### src/design/smf_pkg.sv
// ----------------------------------------------------------------------------
// smf_pkg: shared types for the sliding median filter
// Sample and item types, the configuration width and reset value, and the
// command set of the sorted cell chain.
// ----------------------------------------------------------------------------
`timescale 1ns / 1ps

package smf_pkg;

  // Sample width of the Q16.16 data path.
  localparam int unsigned SAMPLE_BITS = 32;

  // Window size register.
  localparam int unsigned            CFG_BITS     = 5;
  localparam logic [CFG_BITS-1:0]    WINDOW_RESET = 5'd5;

  typedef logic signed [SAMPLE_BITS-1:0] sample_t;

  // Input item: one sample and the end-of-sequence mark.
  typedef struct packed {
    sample_t sample;
    logic    last_in;
  } in_item_t;

  // Result item: one median and the end-of-sequence mark.
  typedef struct packed {
    sample_t median;
    logic    last_out;
  } out_item_t;

  // Commands of the sorted cell chain.
  typedef enum logic [2:0] {
    CH_HOLD   = 3'd0,  // keep contents
    CH_FILL   = 3'd1,  // load one value into the whole active window
    CH_CLEAR  = 3'd2,  // empty every cell
    CH_SLIDE  = 3'd3,  // drop the oldest entry, age the rest, insert a new one
    CH_INSERT = 3'd4   // insert one entry with a given age, nothing dropped
  } chain_op_e;

  typedef struct packed {
    chain_op_e op;
    sample_t   key;
  } chain_ctl_t;

endpackage

### src/design/smf_ring.sv
// ----------------------------------------------------------------------------
// smf_ring: sample history line
// A row of sample registers, newest at the head. New samples shift in at
// the head; a rotate moves every entry one place toward the head so that the
// history can be read out through the head and restored after a full turn.
// ----------------------------------------------------------------------------
`timescale 1ns / 1ps

module smf_ring
  import smf_pkg::*;
#(
  parameter int unsigned DEPTH = 31
) (
  input  logic    clk_i,
  input  logic    shift_i,
  input  logic    rot_i,
  input  sample_t din_i,
  output sample_t head_o
);

  sample_t ring_q [DEPTH];
  sample_t ring_d [DEPTH];

  // Next contents: shift toward the old end, or rotate toward the head.
  always_comb begin
    ring_d = ring_q;
    if (shift_i) begin
      ring_d[0] = din_i;
      for (int i = 1; i < DEPTH; i++) begin
        ring_d[i] = ring_q[i-1];
      end
    end else if (rot_i) begin
      for (int i = 0; i < DEPTH - 1; i++) begin
        ring_d[i] = ring_q[i+1];
      end
      ring_d[DEPTH-1] = ring_q[0];
    end
  end

  // Payload storage, no reset.
  always_ff @(posedge clk_i) begin
    ring_q <= ring_d;
  end

  assign head_o = ring_q[0];

endmodule

### config.mk
export PLATFORM = sky130hd
export DESIGN_NAME = smf_ring
export DESIGN_NICKNAME = d
export VERILOG_FILES = /design/src/design/smf_pkg.sv /design/src/design/smf_ring.sv
export SDC_FILE = /design/constraint.sdc
export NUM_CORES = 1
export LEC_CHECK = 0
export ABC_AREA = 0
export BUFFER_PORTS_ARGS = -buffer_cell sky130_fd_sc_hd__buf_2
export CORE_ASPECT_RATIO = 2
export CORE_MARGIN = 5
export CORE_UTILIZATION = 39
export CTS_CLUSTER_SIZE = 16
export DETAILED_ROUTE_END_ITERATION = 16
export GPL_ROUTABILITY_DRIVEN = 0
export PLACE_DENSITY_LB_ADDON = 0.1
export SYNTH_ARGS = -nofsm -noshare
export SYNTH_HDL_FRONTEND = slang
export SYNTH_SLANG_ARGS = --single-unit
### constraint.sdc
create_clock -name clk_i -period 15.38 [get_ports clk_i]
set_input_delay 3.076 -clock clk_i [delete_from_list [all_inputs] [get_ports clk_i]]
set_output_delay 3.076 -clock clk_i [all_outputs]
set_load 0.005 [all_outputs]
==> out/results.txt, run 1 <==
The flow ran to the end, and the final reports show no timing, DRC or antenna violations. The synthesized cell area is 42300 sq um. Headroom to the max-slew limit came out at 19.2%. The buffer levels on the longest clock path was 3; the total half-perimeter wirelength after legalization and detailed placement was 40.9 mm. The run gives 0 as the number of routed nets with antenna violations.

Of the total power, the share spent switching nets is 21.7%. The achievable frequency is 144 MHz. The number of global-route vias before repair came out at 20052. The share of the yosys chip area belonging to registers was 70.4%; the initial DRC count was 906.

The worst hold path begins at ring_q[19]. Highest layer used for signal routing: met5. Critical setup path kind: primary input to flip-flop. Across every metal layer, demand over resource in global routing totals 11.5%. The multi-input logic area was 11200 sq um. Mean number of vias per cell: 4.97. Summed over all cells, the static leakage comes to 15.9 nW.

The cell class contributing the biggest share of worst-path delay was buffers and inverters. The floorplan step defined a core boundary enclosing 108000 sq um. For the hold buffer count at cts, the log shows 0. In the layout the commonest cells are 992 x mux2_2, 992 x edfxtp_1, 94 x clkbuf_16.

After clock tree synthesis, the clock-pin slew on the worst setup and hold paths is 0.06 ns. The number of placed instances, taps included was 3455; the worst hold margin was 0.543 ns. The design internal power was 5.30 mW; the routed via count was 18009. The floorplan has 171 rows. The peak per-stage delay on the critical path was 0.88 ns.

Master cell of the clock root buffer: clkbuf_16. At the worst endpoint, the required time is 15.67 ns. At the pin with the least slew margin, the transition time is 1.21 ns. The critical path's most frequent cell is buf_4. The maximum fanout encountered on the critical timing path was 102; the total number of H-tree levels was 3. After synthesis the netlist holds a flip-flop and latch count of 992. Final worst-path cycle share: 45.0%.

After detailed routing, the average wire length per cell comes to 18.8 um. Wire segments on met2 add up to 33.5 mm in the final route. The first TritonRoute pass finished after 4 iterations. The combinational group share of total power is 9.7%, and the routed metal-1 wirelength is 29.9 mm. The starting density of the core came out at 39.1%.

The clock net in this run drives a total of 992 sinks. The final wirelength was 68.3 mm; the die area was 116000 sq um. The number of buffer cells added on primary ports works out to 66. For this run, the number of standard cells in the final layout without fillers is 3626. For the arrival time at the worst endpoint, the log shows 7.21 ns. The maximum clock skew at final layout came out at 0.0208 ns.

Setup violations remaining at the end of the flow were counted as 0. The number of DRC violations after detailed routing came out at 0. Measured on the finished design, the core utilization comes to 42.6%. 67 I/O pins were placed.

At the end of the flow, the number of nets in the layout was 2199. The die width came out at 243 um. After clock tree synthesis, the repair step resized 0 gates.

TritonCTS built the clock tree. Across the run, the number of max-cap violations was 0. The number of buffers and inverters on the critical path is 4. Layout overhead on the synthesized area: 9.18%.

Registers are responsible for 56.9% of the overall power. The final hold violation count is 0. The run gives 6.78 mW as the overall power of the completed layout. The chip height works out to 476 um. The start of the worst register-to-register path is head_o[19]. In the final layout, the share of cells above drive strength 1 is 53.8%. The power per cell area was 147 nW/um^2; the number of antenna violations at the first check in global routing was 13. Setup repair after global routing left no endpoint under its margin. The routed design could run at a clock period as short as 6.92 ns.

The final max-slew violation count is 0. The kind of start point of the critical path was a primary input. After clock tree synthesis, the setup repair step added 0 buffers.

At the later pin of the worst-skew pair, clock insertion delay measures 0.67 ns. The signal on the critical path passes through buf_8 -> or2_4 -> buf_4 -> buf_4 -> buf_4. The sequential cells in the finished layout cover a total of 29800 sq um.

Buffers inserted during clock tree synthesis total 91. Entering global routing, the biggest net connects 208 pins. For this design the total switching power over the nets is 1.47 mW.

The number of nets handed over by synthesis was 2162. The tools report the launch point of the critical path as shift_i. For the number of cells produced by synthesis, the log shows 2127.

The total overflow left after global routing is 0. During synthesis, Yosys emitted a total of 0 warnings. The tightest min-delay check is of the flip-flop to flip-flop type. The first global-routing pass estimated 109 mm of wire. Worst-path cell with the longest stage delay: or2_4. The filler cells instantiated in the layout total 9418.

The netlist uses 6 different library cells. The average footprint of a synthesized cell works out to 19.9 sq um. Detailed routing placed a total of 3.14 mm of wire on met3.

The kind of capture point of the worst setup path is a flip-flop. The largest vdd supply drop is 104 uV. For the share of total power in the clock network, the log shows 33.3%. Setup total negative slack on the finished layout was measured at 0 ns.
power groups by stage:
stage	Sequential [mW]	Clock (mW)	Combinational, mW
after floorplan	3.82	0	0.588
after global placement	3.91	0	0.628
after detailed placement	3.93	0	0.666
after CTS	3.87	2.38	0.671
after global routing	3.92	2.48	0.723
final	3.86	2.26	0.660
synthesized netlist by cell type:
cell | n | area (sq um)
edfxtp_1 | 992 | 29800
mux2_2 | 992 | 11200
buf_6 | 85 | 957
buf_4 | 33 | 248
buf_2 | 24 | 120
or2_2 | 1 | 6.26
registers in the layout, summed over array words and instances, names as in the netlist:
| signal | cells |
|---|---|
| ring_q | 960 |
| head_o | 32 |
path summary, 6_finish.rpt:
kind	end	slack, ns	cells after the start
worst max-delay path	ring_q[77]	8.46	5
worst min-delay path	ring_q[51]	0.54	1
worst max register to register	ring_q[19]	14.29	1
worst min register to register	ring_q[51]	0.54	1
area by class of cell:
type / count / area share, %
Antenna cell: 2 / 0.0108
Clock buffer: 112 / 5.24
Clock inverter: 57 / 1.13
Multi-Input combinational cell: 993 / 24.2
Sequential cell: 992 / 64.5
Tap cell: 1384 / 3.75
Timing Repair Buffer: 86 / 1.14
kinds of logic after synthesis:
group / synth area share [%]
multiplexers: 26.4
flip-flops: 70.4
buffers and inverters: 3.13
AND/OR/NAND/NOR: 0.0148
routing by layer:
layer	track usage (%)	vias up
met4	4.16	4
met5	0	-
met3	2.66	107
met1	14.6	9258
li1	-	8441
met2	19.4	199
metrics by stage:
stage / instance area [sq um] / setup WS, ns
finish: 46200 / 8.46
global placement: 43200 / 7.91
detailed placement: 43200 / 7.65
global route: 46200 / 8.15
CTS: 46200 / 8.44
floorplan: 42300 / 4.20
Note: power is estimated with default switching activity, not from simulation.
==> run 2: changes to the inputs <==
clock period = 6 ns   (was 15.38 ns; I/O delays follow)
==> out/results.txt, run 2 (synthesis gave the netlist of run 1 again) <==
The layout overhead on the synthesized area works out to 9.69% (was 9.18%). The flip-flop count of the largest register, all copies and words added was 960 (unchanged). For the number of standard-cell rows in the floorplan, the log shows 171 (unchanged). The logs give 4.88 ns (was 14.29 ns) for the worst reg-to-reg setup slack and 992 (unchanged) for the total clock sinks.

The tools report the worst hold margin as 0.552 ns (was 0.543 ns). The count of TritonRoute iterations in the first routing pass was 4 (unchanged). The chip height came out at 476 um (unchanged). The run finished with clean final reports. Final hold violation count: 0 (unchanged). The tools report the number of DRC violations after detailed routing as 0 (unchanged). The wire length per cell after detailed routing came out at 18.8 um (about the same). The number of max-cap violations is 0 (unchanged). Actual slew at the worst max-slew pin: 1.07 ns (was 1.21 ns). The tools report the achievable frequency as 340 MHz. The logs give 108000 sq um (unchanged) for the core region area and 0 (unchanged) for the quantity of gates resized following cts. The switching fraction of total power came out at 21.6% (was 21.7%). The critical setup path kind is primary input to flip-flop (unchanged). The combinational group share of total power is 9.7% (about the same).

The tools report the master cell of the clock root buffer as clkbuf_16 (unchanged). For the final wirelength, the log shows 68.4 mm (was 68.3 mm). The number of routed nets with antenna violations is 0 (unchanged). The hold buffer count at cts is 0 (unchanged), and the total number of H-tree levels is 3 (unchanged). The kind of start point of the critical path is a primary input (unchanged). Buffer levels on the longest clock path: 3 (unchanged).

The run gives 56.5% (was 56.9%) as the fraction of power consumed by sequential logic. The switching component of the power was 3.79 mW (was 1.47 mW). The largest vdd supply drop was 227 uV (was 104 uV); the die area was 116000 sq um (unchanged). The total half-perimeter wirelength after legalization and detailed placement is 40.8 mm (was 40.9 mm). Cell class contributing the biggest share of worst-path delay: buffers and inverters (unchanged). Leading cell types in the layout, fill and taps excluded: 992 x mux2_2, 992 x edfxtp_1, 93 x clkbuf_16 (was 992 x mux2_2, 992 x edfxtp_1, 94 x clkbuf_16).

The critical path buffer and inverter count is 2 (was 4). The multi-input logic area is 11200 sq um (unchanged). The number of buffer cells added on primary ports was 66 (unchanged). The mean number of vias per cell is 4.98 (was 4.97), and the clock-pin slew reported for the worst setup and hold paths after clock tree synthesis is 0.06 ns (about the same). For the required time of the critical path, the log shows 6.30 ns (was 15.67 ns).

The run gives 16.0 nW (was 15.9 nW) as the cell leakage power. The initial DRC count came out at 1146 (was 906). Register containing the most flip-flops in the final layout: ring_q (unchanged). The tools report the number of setup buffers added after CTS as 0 (unchanged). The tools report the arrival time at the worst endpoint as 3.24 ns (was 7.21 ns). The clock insertion delay at the later pin of the skew report was 0.68 ns (was 0.67 ns); the total of endpoints with negative setup slack in the final report was 0 (unchanged).

Die width: 243 um (unchanged). TritonCTS built the clock tree. The run gives 9504 (was 9418) as the number of fill cells in the layout. The tools report the starting density of the core as 39.1% (unchanged). The share of the core filled with cells was 42.8% (was 42.6%).

The number of placed instances, taps included was 3459 (was 3455); the total routing usage reported by global routing was 11.5% (about the same). Maximum fanout encountered on the critical timing path: 80 (was 102). The power per cell area was 377 nW/um^2 (was 147 nW/um^2); the peak per-stage delay on the critical path was 0.85 ns (was 0.88 ns).

Kind of capture point of the worst setup path: a flip-flop (unchanged). The tools report the global-route wire length before repair as 109 mm (about the same). CP Cell Sequence: buf_8 -> or2_4 -> buf_4 (was buf_8 -> or2_4 -> buf_4 -> buf_4 -> buf_4). The number of buffers inserted during clock tree synthesis came out at 93 (was 91). The tightest slew margin relative to the limit was 28.5% (was 19.2%). The logs give 17.5 mW (was 6.78 mW) for the overall power of the completed layout and 0 ns (unchanged) for the summed negative setup slack over all endpoints. For the number of antenna violations at the first check in global routing, the log shows 16 (was 13). Setup repair after global routing left no endpoint under its margin. Counting I/O delays and the setup requirement, the final critical path takes 2.95 ns. The class of the tightest hold or removal check is flip-flop to flip-flop (unchanged). The maximum clock skew at final layout is 0.0173 ns (was 0.0208 ns), and the final cell count without fillers is 3631 (was 3626). The run gives 67 (unchanged) as the top-level I/O count. The worst path uses 49.1% of the clock period. The fraction of final layout cells sized beyond drive strength 1 is 54.0% (was 53.8%). For the number of global-route vias before repair, the log shows 20142 (was 20052). The run gives 13.7 mW (was 5.30 mW) as the design internal power.

Worst-path cell with the longest stage delay: or2_4 (unchanged). The run gives 2205 (was 2199) as the final net count. The largest net degree at the start of global routing is 185 (was 208), and the share of total power in the clock network is 33.8% (was 33.3%).

The logs give 18068 (was 18009) for the routed via count and 0 (unchanged) for the total grt overflow. The sequential cell area in the final layout was 29800 sq um (unchanged); the final max-slew violation count was 0 (unchanged).
## run 2: metrics by stage
step	instance area [sq um]	setup WS [ns]
after global placement	43400	2.37
after floorplan	42300	-3.27
after CTS	46400	3.04
after detailed placement	43400	2.29
after global routing	46400	2.93
final	46400	3.05
## run 2: metal layers
layer	vias up	global-route usage [%]	routed length [um]
li1	8465	-	-
met1	9277	14.8	30200
met2	221	19.3	33200
met3	99	2.78	3240
met4	6	3.96	1660
met5	-	0	34
## run 2: path summary, 6_finish.rpt
kind | startpoint | endpoint | depth (start not counted)
min reg2reg | ring_q[5] | ring_q[37] | 1
min | ring_q[5] | ring_q[37] | 1
max reg2reg | head_o[5] | ring_q[933] | 1
max | shift_i | ring_q[42] | 3
## run 2: final cells by class
type / instances / share of cell area (%)
clock buffers: 118 / 5.22
flip-flops and latches: 992 / 64.2
diodes: 1 / 0.00539
repair buffers: 90 / 1.50
clock inverters: 53 / 1.23
multi-input cells: 993 / 24.1
well taps: 1384 / 3.73
## run 2: power by group through the flow
stage	Combinational (mW)	Clock (mW)	Sequential [mW]
2_1_floorplan	1.51	0	9.80
3_3_place_gp	1.62	0	10.0
3_5_place_dp	1.72	0	10.1
4_1_cts	1.73	6.21	9.93
5_1_grt	1.86	6.48	10.0
6_report	1.70	5.91	9.89
